File: src/design/aic_pkg.sv
// ----------------------------------------------------------------------------
// Impact classifier package
// Shared types and constants for the accelerometer impact classifier.
// ----------------------------------------------------------------------------
package aic_pkg;

   typedef enum logic [1:0] {
      MOOD_NEUTRAL = 2'd0,
      MOOD_WEAK    = 2'd1,
      MOOD_STRONG  = 2'd2
   } mood_type;

   typedef enum logic [1:0] {
      EVENT_NONE   = 2'd0,
      EVENT_WEAK   = 2'd1,
      EVENT_STRONG = 2'd2,
      EVENT_REVERT = 2'd3
   } event_type;

   typedef enum logic {
      FUNC_SAMPLE = 1'b0,
      FUNC_HOLD   = 1'b1
   } func_type;

   localparam logic [1:0] CSR_STRONG_THR = 2'd0;
   localparam logic [1:0] CSR_WEAK_THR   = 2'd1;
   localparam logic [1:0] CSR_COOLDOWN   = 2'd2;
   localparam logic [1:0] CSR_HOLD       = 2'd3;

   localparam logic [63:0] STRONG_THR_RESET = 64'd133040906960896;
   localparam logic [63:0] WEAK_THR_RESET   = 64'd274877906944;
   localparam logic [15:0] COOLDOWN_RESET   = 16'd300;
   localparam logic [15:0] HOLD_RESET       = 16'd1500;

   typedef struct packed {
      func_type    func;
      logic [31:0] time_ms;
      logic [63:0] diff_sq;
   } aic_item_type;

   typedef struct packed {
      logic         valid;
      aic_item_type item;
   } aic_push_type;

   typedef struct packed {
      logic        valid;
      logic [1:0]  index;
      logic [63:0] data;
   } aic_csr_type;

endpackage

File: src/design/aic_back.sv
// ----------------------------------------------------------------------------
// Impact classifier back end
// Holds the configuration and the mood state, applies the cooldown, threshold
// and hold rules to each queued transaction and registers the result.
// ----------------------------------------------------------------------------
module aic_back (
   input  logic                  clock,
   input  logic                  reset,
   input  aic_pkg::aic_csr_type  csr,
   input  logic                  head_valid,
   input  aic_pkg::aic_item_type head_item,
   output logic                  pop,
   output logic                  rsp_valid,
   input  logic                  rsp_stall,
   output logic [1:0]            rsp_mood,
   output logic [1:0]            rsp_event_res,
   output logic                  rsp_sound_active
);
   import aic_pkg::*;

   logic [63:0] strong_thr_ff;
   logic [63:0] weak_thr_ff;
   logic [15:0] cooldown_ff;
   logic [15:0] hold_ff;

   mood_type    mood_ff;
   mood_type    mood_in;
   logic        sound_ff;
   logic        sound_in;
   logic [31:0] last_detect_ff;
   logic [31:0] last_detect_in;
   logic [31:0] mood_start_ff;
   logic [31:0] mood_start_in;
   event_type   event_in;

   logic [31:0] since_detect;
   logic [31:0] since_start;

   logic        rsp_valid_ff;
   mood_type    rsp_mood_ff;
   event_type   rsp_event_ff;
   logic        rsp_sound_ff;

   assign pop          = head_valid && (!rsp_valid_ff || !rsp_stall);
   assign since_detect = head_item.time_ms - last_detect_ff;
   assign since_start  = head_item.time_ms - mood_start_ff;

   always_comb begin
      mood_in        = mood_ff;
      sound_in       = sound_ff;
      last_detect_in = last_detect_ff;
      mood_start_in  = mood_start_ff;
      event_in       = EVENT_NONE;
      if (head_item.func == FUNC_HOLD) begin
         if (since_start > {16'd0, hold_ff}) begin
            mood_in  = MOOD_NEUTRAL;
            sound_in = 1'b0;
            event_in = EVENT_REVERT;
         end
      end else if (since_detect > {16'd0, cooldown_ff}) begin
         if (head_item.diff_sq >= strong_thr_ff) begin
            mood_in  = MOOD_STRONG;
            event_in = EVENT_STRONG;
         end else if (head_item.diff_sq >= weak_thr_ff) begin
            mood_in  = MOOD_WEAK;
            event_in = EVENT_WEAK;
         end
         if (event_in != EVENT_NONE) begin
            mood_start_in  = head_item.time_ms;
            last_detect_in = head_item.time_ms;
            sound_in       = 1'b1;
         end
      end
   end

   always_ff @(posedge clock) begin
      if (reset) begin
         strong_thr_ff  <= STRONG_THR_RESET;
         weak_thr_ff    <= WEAK_THR_RESET;
         cooldown_ff    <= COOLDOWN_RESET;
         hold_ff        <= HOLD_RESET;
         mood_ff        <= MOOD_NEUTRAL;
         sound_ff       <= 1'b0;
         last_detect_ff <= '0;
         mood_start_ff  <= '0;
         rsp_valid_ff   <= 1'b0;
      end else begin
         if (csr.valid) begin
            unique case (csr.index)
               CSR_STRONG_THR: strong_thr_ff <= csr.data;
               CSR_WEAK_THR:   weak_thr_ff   <= csr.data;
               CSR_COOLDOWN:   cooldown_ff   <= csr.data[15:0];
               CSR_HOLD:       hold_ff       <= csr.data[15:0];
               default:        strong_thr_ff <= strong_thr_ff;
            endcase
         end
         if (pop) begin
            mood_ff        <= mood_in;
            sound_ff       <= sound_in;
            last_detect_ff <= last_detect_in;
            mood_start_ff  <= mood_start_in;
            rsp_valid_ff   <= 1'b1;
         end else if (!rsp_stall) begin
            rsp_valid_ff   <= 1'b0;
         end
      end
      if (pop) begin
         rsp_mood_ff  <= mood_in;
         rsp_event_ff <= event_in;
         rsp_sound_ff <= sound_in;
      end
   end

   assign rsp_valid        = rsp_valid_ff;
   assign rsp_mood         = rsp_mood_ff;
   assign rsp_event_res    = rsp_event_ff;
   assign rsp_sound_active = rsp_sound_ff;

   a_detect_sets_mood: assert property (@(posedge clock) disable iff (reset)
      rsp_valid_ff && (rsp_event_ff == EVENT_STRONG || rsp_event_ff == EVENT_WEAK)
      |-> rsp_sound_ff && (rsp_mood_ff == mood_type'(rsp_event_ff)))
      else $error("detection reported without matching mood and sound");

   a_revert_clears: assert property (@(posedge clock) disable iff (reset)
      rsp_valid_ff && (rsp_event_ff == EVENT_REVERT)
      |-> !rsp_sound_ff && (rsp_mood_ff == MOOD_NEUTRAL))
      else $error("revert reported while mood or sound still set");

endmodule

File: config.mk
export PLATFORM = sky130hd
export DESIGN_NAME = aic_back
export DESIGN_NICKNAME = d
export VERILOG_FILES = /design/src/design/aic_pkg.sv /design/src/design/aic_back.sv
export SDC_FILE = /design/constraint.sdc
export NUM_CORES = 1
export LEC_CHECK = 0
export ABC_AREA = 1
export BUFFER_PORTS_ARGS = -buffer_cell sky130_fd_sc_hd__buf_4
export CAP_MARGIN = 40
export CORE_AREA = 2 2 265 136
export CTS_BUF_LIST = sky130_fd_sc_hd__clkbuf_2
export CTS_CLUSTER_SIZE = 16
export DETAILED_ROUTE_END_ITERATION = 6
export DIE_AREA = 0 0 267 138
export GPL_TIMING_DRIVEN = 0
export HOLD_SLACK_MARGIN = 0.02
export SYNTH_ARGS = -nofsm -noshare
export SYNTH_HDL_FRONTEND = slang
export SYNTH_SLANG_ARGS = --single-unit
File: constraint.sdc
create_clock -name clock -period 4.4 [get_ports clock]
set_input_delay 0.88 -clock clock [delete_from_list [all_inputs] [get_ports clock]]
set_output_delay 0.88 -clock clock [all_outputs]
set_load 0.02 [all_outputs]
# Yosys cells after proc, flatten, opt, wreduce, memory -nomap -nowiden
# Index checks and enable logic that the tools add are counted.
word_totals:
  regBits: 201
  out_inout_bits: 7
  word_cells: 50
  inputBits: 168
op_classes:
  n_bitwise: 1
  magnitude_cmp: 4
  mux: 18
  add_sub_neg: 1
  eq_ne: 4
  reduce_logical: 11
op_table:
  columns: ["cell", "count"]
  rows:
  - ["64-bit >= comparator", 2]
  - ["32-bit by 16-bit greater-than comparator with 1-bit output", 2]
  - ["32-bit subtractor", 1]
  - ["2-bit 2-to-1 mux", 11]
  - ["2-bit AND reduction", 4]
  - ["1-bit 2-to-1 mux", 7]
  - ["2-bit equality test (second input constant)", 2]
  - ["4-bit AND reduction", 1]
  - ["2-bit by 1-bit equality test with 1-bit output (second input constant)", 1]
  - ["1-bit zero test", 2]
  - ["2-bit zero test", 1]
  - ["2-bit inequality test (second input constant)", 1]
  - ["2-bit nonzero test", 1]
  - ["1-bit logical AND", 1]
  - ["1-bit logical OR", 1]
  - ["1-bit inverter", 1]

# Longest topological paths before layout
# Gate-level depths: netlist (run 1).
depth:
  ltp_word: 9
  ltp_mapped: 26
  ltp_nobuf: 26

# Worst setup path after synthesis (run 1)
# No wires, ideal clock.
synth_path:
  path_type: "input port to flip-flop"
  start: "input head_item[64] (netlist name)"
  end: "register mood_start_ff[24]"
  required_ns: 4.287
  slack_ns: 0.856
  n_path_buf: 1
  t_arrival_ns: 3.431
  setup_ns: 0.113
  stages: 21
  cell_sequence: "inv_1 -> ha_1 -> fa_1 -> inv_1 -> nand3_1 -> nand3_1 -> nand3_1 -> nand3_1 -> xor2_1 -> ha_1 -> nand4_1 -> a31oi_1 -> nor4_1 -> nand2_1 -> nand2_1 -> nand3_4 -> nand3_4 -> buf_6 -> nand2_1 -> nand2_1 -> nor2_1"
synth_between:
  elab_chain_len: 3
synth_rtl:
  columns: ["item", "line_no", "text"]
  rows:
  - ["start, declared", "aic_back.sv:11", "input aic_pkg::aic_item_type head_item,"]
  - ["32-bit subtractor", null, null]
  - ["32-bit by 16-bit greater-than comparator with 1-bit output", "aic_back.sv:60", "end else if (since_detect > {16'd0, cooldown_ff}) begin"]
  - ["4-bit AND reduction (no source line)", null, null]
  - ["end signal, assigned", "aic_back.sv:101", "mood_start_ff <= mood_start_in;"]
  - ["end, declared", "aic_back.sv:32", "logic [31:0] mood_start_ff;"]
# Every way passes these cells.
# A chain may end at the register's enable or synchronous reset.

==> results of run 1 <==
[worst min-delay path: stages]
cell and delay [ps]:
buf_4 90, nand2_1 50, o211ai_1 60
[area by class of cell]
| class | instances | area [um^2] |
|---|---|---|
| diodes | 1 | 2.502 |
| plain buffers | 57 | 259.0 |
| clock buffers | 75 | 375.4 |
| clock inverters | 18 | 77.57 |
| fillers | 3691 | 18930 |
| inverters | 368 | 1381 |
| multi-input cells | 1409 | 7968 |
| flip-flops and latches | 201 | 4074 |
| well taps | 484 | 605.6 |
| repair buffers | 177 | 1338 |
[per-stage QoR]
| stage | instances | area (um^2) | TNS, ps |
|---|---|---|---|
| global route | 2790 | 16080 | 0 |
| finish | 2790 | 16080 | 0 |
| floorplan | 2035 | 13680 | 0 |
| CTS | 2789 | 16080 | 0 |
| global placement | 2693 | 15590 | -8036 |
| detailed placement | 2696 | 15630 | -8297 |
[cells in the final DEF, fill, tap and decap left out, drive strengths merged, types with 2 or more instances in the layout]
| cell type | count |
|---|---|
| nand3 | 68 |
| nor3 | 8 |
| dfxtp | 196 |
| a21o | 4 |
| clkbuf | 123 |
| edfxtp | 5 |
| a21oi | 234 |
| buf | 185 |
| ha | 191 |
| o21bai | 3 |
| nand4 | 26 |
| clkinv | 18 |
| nor2 | 176 |
| inv | 366 |
| o211ai | 12 |
| and2 | 3 |
| nor4 | 4 |
| xor2 | 14 |
| clkinvlp | 2 |
| nand2 | 476 |
| o21ai | 176 |
| a31oi | 4 |
[final timing paths]
check	to	cells past startpoint	from
worst max register to register	mood_start_ff[20]	19	mood_start_ff[10]
worst min register to register	weak_thr_ff[54]	2	weak_thr_ff[54]
worst min-delay path	strong_thr_ff[45]	3	csr[45]
worst max-delay path	mood_start_ff[20]	19	mood_start_ff[10]
[sequential cells by signal (all words and copies together), names as in the netlist]
register	cells
weak_thr_ff	64
cooldown_ff	16
hold_ff	16
rsp_mood	2
rsp_valid	1
sound_ff	1
mood_ff	2
mood_start_ff	32
rsp_sound_active	1
rsp_event_res	2
strong_thr_ff	64
[report_power, final]
part | internal, W | switching (W)
Clock | 0.000460 | 0.000869
Combinational | 0.000574 | 0.00100
Sequential | 0.00193 | 0.0000290
Total | 0.00297 | 0.00190
[logic make-up (layout without fill, tap and decap cells)]
kind of cell,after synthesis,count (layout)
buffers and inverters,425,695
other,0,1
flip-flops,201,201
adder cells (fa/ha/maj),192,192
XOR/XNOR,15,15
AO/OA/AOI/OAI,437,437
AND/OR/NAND/NOR,765,765
[per-layer routing]
metal  track usage  up-vias
met2        0.3188      409
li1              -     7024
met5             0        -
met3       0.05415       53
met1        0.4033     6229
met4       0.04494        0
==> results.cfg, run 1 <==
[outcome]
status = finished clean

[drt]
post_drt_wl_per_cell_um = 16.43
vias = 13720
drt-total-wl_um = 45840
dr.pass1.iters = 5
ant_nets = 0
wl_met3_um = 3922
drt_iter0_markers = 1076
viasPerCell = 4.916
highest_layer = met4
drc = 0
met2_length_um = 16700
wl_met1_um = 24600

[finish]
syn2layout_area_growth_pct = 17.53
drive_gt1_frac = 0.1289
utilization = 0.4593
nets = 2625

[pwr]
cellLeakagePower_nw = 8.076
irDropWorstVdd_v = 0.0001596
power.total_w = 0.004866
power_density_nw_per_um2 = 302.6

[floorplan]
ios = 175
start_util = 0.3908
die_area_um2 = 36850
dieWidth_um = 267
rows = 49
die_y_um = 138
core_area_um2 = 35010

[worst_setup_path]
worst_path_max_delay_cell = nand3_1
critPathTopFamily = simple AND/OR/NAND/NOR gates
critical_path_class = register to register
critPathMostFrequentCell = nand2_1
cp-start-kind = register
cp_num_buf_inv = 3
reg2reg_slack_ps = 310
path_max_fanout = 10
cpPeakStageDelay_ps = 450
path_cells = inv_1 > ha_1 > nand2_1 > inv_1 > a21oi_1 > nand3_1 > xor2_1 > ha_1 > nand4_1 > a31oi_1 > nor4_1 > nand2_1 > nand2_1 > nand3_4 > nand3_4 > buf_6 > nand2_1 > nand2_1 > nor2_1
cp.required_ps = 5200
worstPathArrival_ps = 4890
end_kind = register

[yosys]
postSynthAreaPerCell_um2 = 6.723
async_flop_share = 0
synthMuxAreaShare = 0
ys.flop_type = dfxtp_1
synth_compound_area_frac = 0.1652
synth_nets = 2395
ys_warn_count = 0
synthSimpleGateAreaFrac = 0.2315
yosysTopAreaCell = dfxtp_1
synthAdderAreaFrac = 0.1761
netlist_instances = 2035
synth_most_common_cell = nand2_1
synth_top_area_share = 0.2868
synth_top_family_by_area = simple AND/OR/NAND/NOR gates
synth_area_um2 = 13680
netlist_top_cells_count = 464 x nand2_1, 360 x inv_1, 232 x a21oi_1
synth_enable_flop_cells = 5
yosysSeqAreaShare = 0.2978
synth-seq-cells = 201
synth_cell_types = 40
synth_area_leaders = dfxtp_1 29%, ha_1 17%, nand2_1 13%
synth_xor_area_frac = 0.009602

[placement]
dp_hpwl_um = 37530
post-place-ws_ps = -283.0
port_buffers = 174
place_congestion = 1.021

[clocking]
root_buffer = clkbuf_2
cts_buffer_depth = 3
cts_inserted_buffers = 51
clkSlewWorstSetupHoldPaths_ps = 120
postCtsSetupBuffers = 0
insertion_delay_ps = 930
cts_resized = 0
htreeDepth = 2
cts_tree = done
hold_buffers = 0
cts_num_sinks = 201

[global_route]
grt_max_degree = 15
track_usage = 0.2460
grt.overflow.total = 0
grt_antenna_before_repair = 1
grt_pass1_wl_um = 70260
grt_pass1_vias = 12570

[timing]
fin_crit_ps = 4092
finalClockSkew_ps = 77.86
grt_setup_unrepaired = no
fmax_mhz = 244.4
relSlewSlack = 0.4675
hold_viol_final = 0
whs_ps = 171.5
finalCritPeriodShare = 0.9299
report.final.slew_viol_count = 0
layout_setup_ws_ps = 308.4
finalSetupViolCount = 0
worst_pin_slew_ps = 798.8

[run]
max-cap-violations = 0

[worst_hold_path]
worstHoldPathType = input pin to register
No activity file was read; power rests on OpenSTA's default activity.
==> run 2, diff against run 1 <==
- CELL_PAD_IN_SITES_DETAIL_PLACEMENT: unset -> 1
- CELL_PAD_IN_SITES_GLOBAL_PLACEMENT: unset -> 2
- CORE_AREA: 2 2 265 136 -> 2 2 291 149
- DIE_AREA: 0 0 267 138 -> 0 0 293 151
- PLACE_DENSITY_LB_ADDON: unset -> 0.1
==> run 2 against run 1 <==
First-iteration DRC count is 70% lower; critical path depth is 1 higher; worst setup slack better by 110 ps; sequential share of layout area is 0.21 points lower; sequential power hardly changed; worst hold slack worse by 23 ps; count of clock-buffer cells in the layout is 1 higher; clock skew is 35 ps higher; clock power is 4% higher; combinational power is 4% lower; power is 0.26% lower; maximum frequency is 2.8% higher.
==> results.cfg, run 2 (synthesis gave the netlist of run 1 again) <==
[clocking]
cts_num_sinks = 201
insertion_delay_ps = 1000
cts_buffer_depth = 3
postCtsSetupBuffers = 0
cts_inserted_buffers = 53
cts_resized = 0
clkSlewWorstSetupHoldPaths_ps = 120
hold_buffers = 6
cts_tree = done
htreeDepth = 2
root_buffer = clkbuf_2

[finish]
fillers = 5402
layout_common_cells = 464 x nand2_1, 360 x inv_1, 232 x a21oi_1
reg_top3 = strong_thr_ff: 64 flops, weak_thr_ff: 64 flops, mood_start_ff: 32 flops
syn2layout_area_growth_pct = 18.52
mostFrequentLayoutCell = nand2_1
drive_gt1_frac = 0.1282
nets = 2631

[outcome]
status = finished clean

[worst_setup_path]
cpPeakStageDelay_ps = 420
cp-start-kind = register
critical_path_class = register to register
path_max_fanout = 10
end_kind = register
worstPathArrival_ps = 4790
path_cells = ha_1 > fa_1 > inv_1 > nand3_1 > nand3_1 > nand3_1 > nand3_1 > xor2_1 > ha_1 > nand4_1 > a31oi_1 > nor4_1 > nand2_1 > nand2_1 > nand3_4 > nand3_4 > buf_6 > nand2_1 > nand2_1 > nor2_1
reg2reg_depth = 20
worst_path_max_delay_cell = fa_1
cp.required_ps = 5200

[timing]
report.final.slew_viol_count = 0
hold_viol_final = 0
finalClockSkew_ps = 112.8
fin_setup_tns_ps = 0
relSlewSlack = 0.4161
fin_crit_ps = 3980
finalCritPeriodShare = 0.9046
grt_setup_unrepaired = no
finalSetupViolCount = 0
worst_pin_slew_ps = 864.5
fmax_mhz = 251.2
whs_ps = 148.8

[floorplan]
core_area_um2 = 41580
die_area_um2 = 44240
ios = 175
rows = 53
dieWidth_um = 293
start_util = 0.3291
die_y_um = 151

[placement]
place_congestion = 0.8106
port_buffers = 174
dp_hpwl_um = 36680

[drt]
drc = 0
drt_iter0_markers = 327
highest_layer = met5
wl_met3_um = 1670
drt-total-wl_um = 45360
met2_length_um = 21570
wl_met1_um = 21490
viasPerCell = 4.697
ant_nets = 0
dr.pass1.iters = 4
post_drt_wl_per_cell_um = 15.85
vias = 13440

[pwr]
p_clk_frac = 0.283
cellLeakagePower_nw = 8.104
comb_power_share = 0.313
p_switching_w = 0.001878
power_frac_seq = 0.404
power.total_w = 0.004854
irDropWorstVdd_v = 0.0001233
swShare = 0.3869
p_int_w = 0.002976
power_density_nw_per_um2 = 299.3

[global_route]
grt_max_degree = 16
grt.overflow.total = 0
track_usage = 0.2062
grt_pass1_wl_um = 71880
grt_antenna_before_repair = 3
grt_pass1_vias = 13610

[worst_hold_path]
worstHoldPathType = input pin to register
hold_path_depth = 3

[run]
max-cap-violations = 0
==> run 2: cell count changes in the layout (fill, tap and decap cells not counted) <==
cell | previous run | this run
diode_2 | 1 | 3
clkinv_4 | 0 | 2
clkbuf_2 | 75 | 76
clkinvlp_4 | 2 | 0
buf_2 | 1 | 0
clkdlybuf4s15_2 | 1 | 0
dlygate4sd3_1 | 0 | 6
clkinv_1 | 16 | 15
==> run 2: per-layer routing <==
| layer | track usage | vias up |
|---|---|---|
| li1 | - | 7031 |
| met1 | 0.2635 | 6198 |
| met2 | 0.3664 | 157 |
| met3 | 0.03463 | 54 |
| met4 | 0.04436 | 2 |
| met5 | 0 | - |
==> run 2: metrics by stage <==
stage / worst slack [ps] / utilization / instances / area, um^2
2_1_floorplan: 856.5 / - / 2035 / 13680
3_3_place_gp: -325.2 / 0.3770 / 2759 / 15680
3_5_place_dp: -334.1 / 0.3774 / 2760 / 15690
4_1_cts: 338.4 / 0.3898 / 2859 / 16210
5_1_grt: 201.8 / 0.3899 / 2861 / 16210
6_report: 419.7 / 0.3900 / 2862 / 16220
==> run 2: power groups by stage <==
stage          clock, W  combinational [W]  sequential [W]
2_1_floorplan         0           0.000989         0.00200
3_3_place_gp          0            0.00150         0.00200
3_5_place_dp          0            0.00153         0.00200
4_1_cts         0.00146            0.00155         0.00196
5_1_grt         0.00155            0.00176         0.00197
6_report        0.00138            0.00152         0.00196
==> run 2: final timing paths <==
check | start | to | slack (ps)
setup reg to reg | mood_start_ff[0] | mood_start_ff[25] | 420
hold / removal | csr[38] | weak_thr_ff[38] | 150
hold reg to reg | weak_thr_ff[62] | weak_thr_ff[62] | 470
setup / recovery | mood_start_ff[0] | mood_start_ff[25] | 420
==> run 2: layout make-up <==
cell class | count | area (um^2) | area share
repair buffers | 181 | 1381 | 0.08518
diodes | 3 | 7.507 | 0.0004630
inverters | 368 | 1381 | 0.08518
flip-flops and latches | 201 | 4074 | 0.2512
multi-input cells | 1409 | 7968 | 0.4914
clock buffers | 76 | 380.4 | 0.02346
plain buffers | 57 | 259.0 | 0.01597
clock inverters | 17 | 76.32 | 0.004707
well taps | 550 | 688.2 | 0.04244
==> run 2: critical path, delay by kind of cell, from the launching register on <==
family	cells	cell delay, ps
AO/OA/AOI/OAI	1	60
XOR/XNOR	1	410
adder cells (fa/ha/maj)	3	970
buffers and inverters	2	350
flip-flops	1	340
AND/OR/NAND/NOR	13	1730
==> run 3, diff against run 2 <==
- ABC_AREA: 1 -> 0
- CORE_AREA: 2 2 291 149 -> 2 2 279 143
- DIE_AREA: 0 0 293 151 -> 0 0 281 145
- clock period: 4.4 -> 3.9 ns (I/O delays scaled with it)
==> run 3 against run 2 <==
Design area increased by 2.6%; sequential share of layout area is 0.63 points lower; combinational power rose by 3%; worst hold slack got worse by 8.1 ps; first-iteration DRC count rose by 140%; register-to-register slack worse by 1100 ps; final cell count down 9.5%; sequential power grew 12%; critical path depth decreased by 1; the flow now finishes with violations (negative setup slack); via count is 2.9% lower; die area down 7.9%.
==> results.cfg, run 3 <==
[yosys]
ys.flop_type = dfxtp_1
synth_cell_types = 61
netlist_top_cells_count = 356 x nand2_1, 222 x a21oi_1, 201 x inv_1
netlist_instances = 1734
synth_area_leaders = dfxtp_1 30%, ha_1 18%, nand2_1 10%
synth_enable_flop_cells = 5
yosysTopAreaCell = dfxtp_1
ys_warn_count = 0
synth_most_common_cell = nand2_1
async_flop_share = 0
postSynthAreaPerCell_um2 = 7.638
synth_area_um2 = 13240
synth-seq-cells = 201
synth_top_area_share = 0.2963
synth_nets = 2094
yosysSeqAreaShare = 0.3076

[global_route]
grt_pass1_wl_um = 76180
grt_antenna_before_repair = 1
grt_max_degree = 14
grt.overflow.total = 0
track_usage = 0.2417
grt_pass1_vias = 13200

[finish]
drive_gt1_frac = 0.1642
layout_common_cells = 353 x nand2_1, 215 x a21oi_1, 200 x inv_1
fin_cells = 2590
mostFrequentLayoutCell = nand2_1
syn2layout_area_growth_pct = 25.62
nets = 2386
reg_top3 = strong_thr_ff: 64 flops, weak_thr_ff: 64 flops, mood_start_ff: 32 flops
fin_area_um2 = 16640
fillers = 4735

[placement]
port_buffers = 171
placed_area_um2 = 15260
post-place-ws_ps = -1883
place_congestion = 0.8962
dp_hpwl_um = 39860
place_inst = 2437

[timing]
fmax_mhz = 217.4
finalCritPeriodShare = 1.179
relSlewSlack = 0.3919
finalClockSkew_ps = 78.42
hold_viol_final = 0
grt_setup_unrepaired = yes
finalSetupViolCount = 40
worst_pin_slew_ps = 910.1
layout_setup_ws_ps = -699.0
fin_crit_ps = 4599
report.final.slew_viol_count = 0

[drt]
drc = 0
viasPerCell = 5.041
vias = 13060
drt-total-wl_um = 49950
ant_nets = 0
dr.pass1.iters = 5
post_drt_wl_per_cell_um = 19.29
drt_iter0_markers = 777

[floorplan]
rows = 51
core_area_um2 = 38350
dieWidth_um = 281
ios = 175
die_y_um = 145
die_area_um2 = 40750
start_util = 0.3453

[pwr]
swShare = 0.3624
p_switching_w = 0.001930
power_frac_seq = 0.410
p_clk_frac = 0.295
comb_power_share = 0.294
cellLeakagePower_nw = 6.706
power_density_nw_per_um2 = 320.1
irDropWorstVdd_v = 0.0001611
p_int_w = 0.003395

[clocking]
cts_num_sinks = 201
cts_inserted_buffers = 53
cts_buffer_depth = 3
cts_tree = done
htreeDepth = 2
root_buffer = clkbuf_2
insertion_delay_ps = 910
clkSlewWorstSetupHoldPaths_ps = 130

[worst_hold_path]
hold_path_depth = 2
worstHoldPathType = input pin to register

[worst_setup_path]
cp.required_ps = 4520
end_kind = register
cp-start-kind = register
worstPathArrival_ps = 5220
reg2reg_depth = 19
critical_path_class = register to register
path_max_fanout = 3

[outcome]
failed_checks = negative setup slack
status = complete, but fails checks

[run]
max-cap-violations = 0
run 3: layout make-up:
| class | instances | area [um^2] | area share |
|---|---|---|---|
| flip-flops and latches | 201 | 4075 | 0.2449 |
| repair buffers | 237 | 1949 | 0.1172 |
| multi-input cells | 1260 | 8412 | 0.5056 |
| inverters | 201 | 762.0 | 0.04580 |
| well taps | 530 | 663.1 | 0.03986 |
| plain buffers | 72 | 320.3 | 0.01925 |
| diodes | 2 | 5.005 | 0.0003008 |
| clock buffers | 78 | 390.4 | 0.02346 |
| clock inverters | 9 | 60.06 | 0.003610 |
run 3: power groups by stage:
stage | sequential (W) | combinational (W) | clock (W)
3_5_place_dp | 0.00223 | 0.00138 | 0
6_report | 0.00219 | 0.00157 | 0.00157
3_3_place_gp | 0.00223 | 0.00133 | 0
5_1_grt | 0.00220 | 0.00173 | 0.00177
2_1_floorplan | 0.00222 | 0.000821 | 0
4_1_cts | 0.00218 | 0.00148 | 0.00164
run 3: cells by family (layout without fill, tap and decap cells):
kind of cell,count (synthesis),count (layout),share of synthesized area
adders and majority gates,192,192,0.1820
xor gates and xnor gates,22,22,0.01455
and+or+nand+nor,608,608,0.2077
AOI/OAI and AO/OA,402,402,0.1818
other,0,2,0
DFF,201,201,0.3076
buffers and inverters,273,597,0.07917
muxes,36,36,0.02730
run 3: stage by stage:
step | util | hold slack [ps] | total power (W) | setup TNS, ps
floorplan | - | 436.3 | 0.003045 | -15670
detailed placement | 0.3978 | 448.4 | 0.003606 | -70840
global placement | 0.3975 | 441.9 | 0.003559 | -67290
CTS | 0.4253 | 20.50 | 0.005302 | -18990
global route | 0.4338 | 20.51 | 0.005691 | -27990
finish | 0.4338 | 140.7 | 0.005325 | -24020
run 3: worst paths after layout:
check	startpoint	slack (ps)	to
hold / removal	csr[3]	140	hold_ff[3]
hold reg to reg	hold_ff[12]	460	hold_ff[12]
setup reg to reg	mood_start_ff[0]	-700	rsp_mood[0]
setup / recovery	mood_start_ff[0]	-700	rsp_mood[0]
run 3: timing repair:
item                                    in CTS  in global routing
hold endpoints to repair                    52                 10
pin swaps                                   12                  4
hold buffers                                34                  7
gates resized for setup                     27                 28
buffers inserted                            12                 10
gates cloned                                 1                  1
endpoints found under the setup margin      40                 40
run 3: routing by layer:
metal  track usage  wire, um  part of all wire
met4       0.04225       651             0.013
met1        0.3968     28210              0.56
met3       0.04106      2444             0.049
met5             0         0                 0
met2        0.3196     18650              0.37
run 3: worst max-delay path, cell delays in order, from the launching register on:
cell and delay (ps):
dfxtp_2 360, ha_4 170, fa_2 370, nor2b_2 150, o211ai_1 200, a2111oi_4 460
o21a_1 220, nor2_2 70, xnor2_2 290, ha_1 310, and4_1 180, nand3_2 100
a221oi_2 50, a21oi_1 160, a21o_1 280, nand2_2 120, o31ai_4 290, buf_4 200
nor3_4 60, a31o_2 260
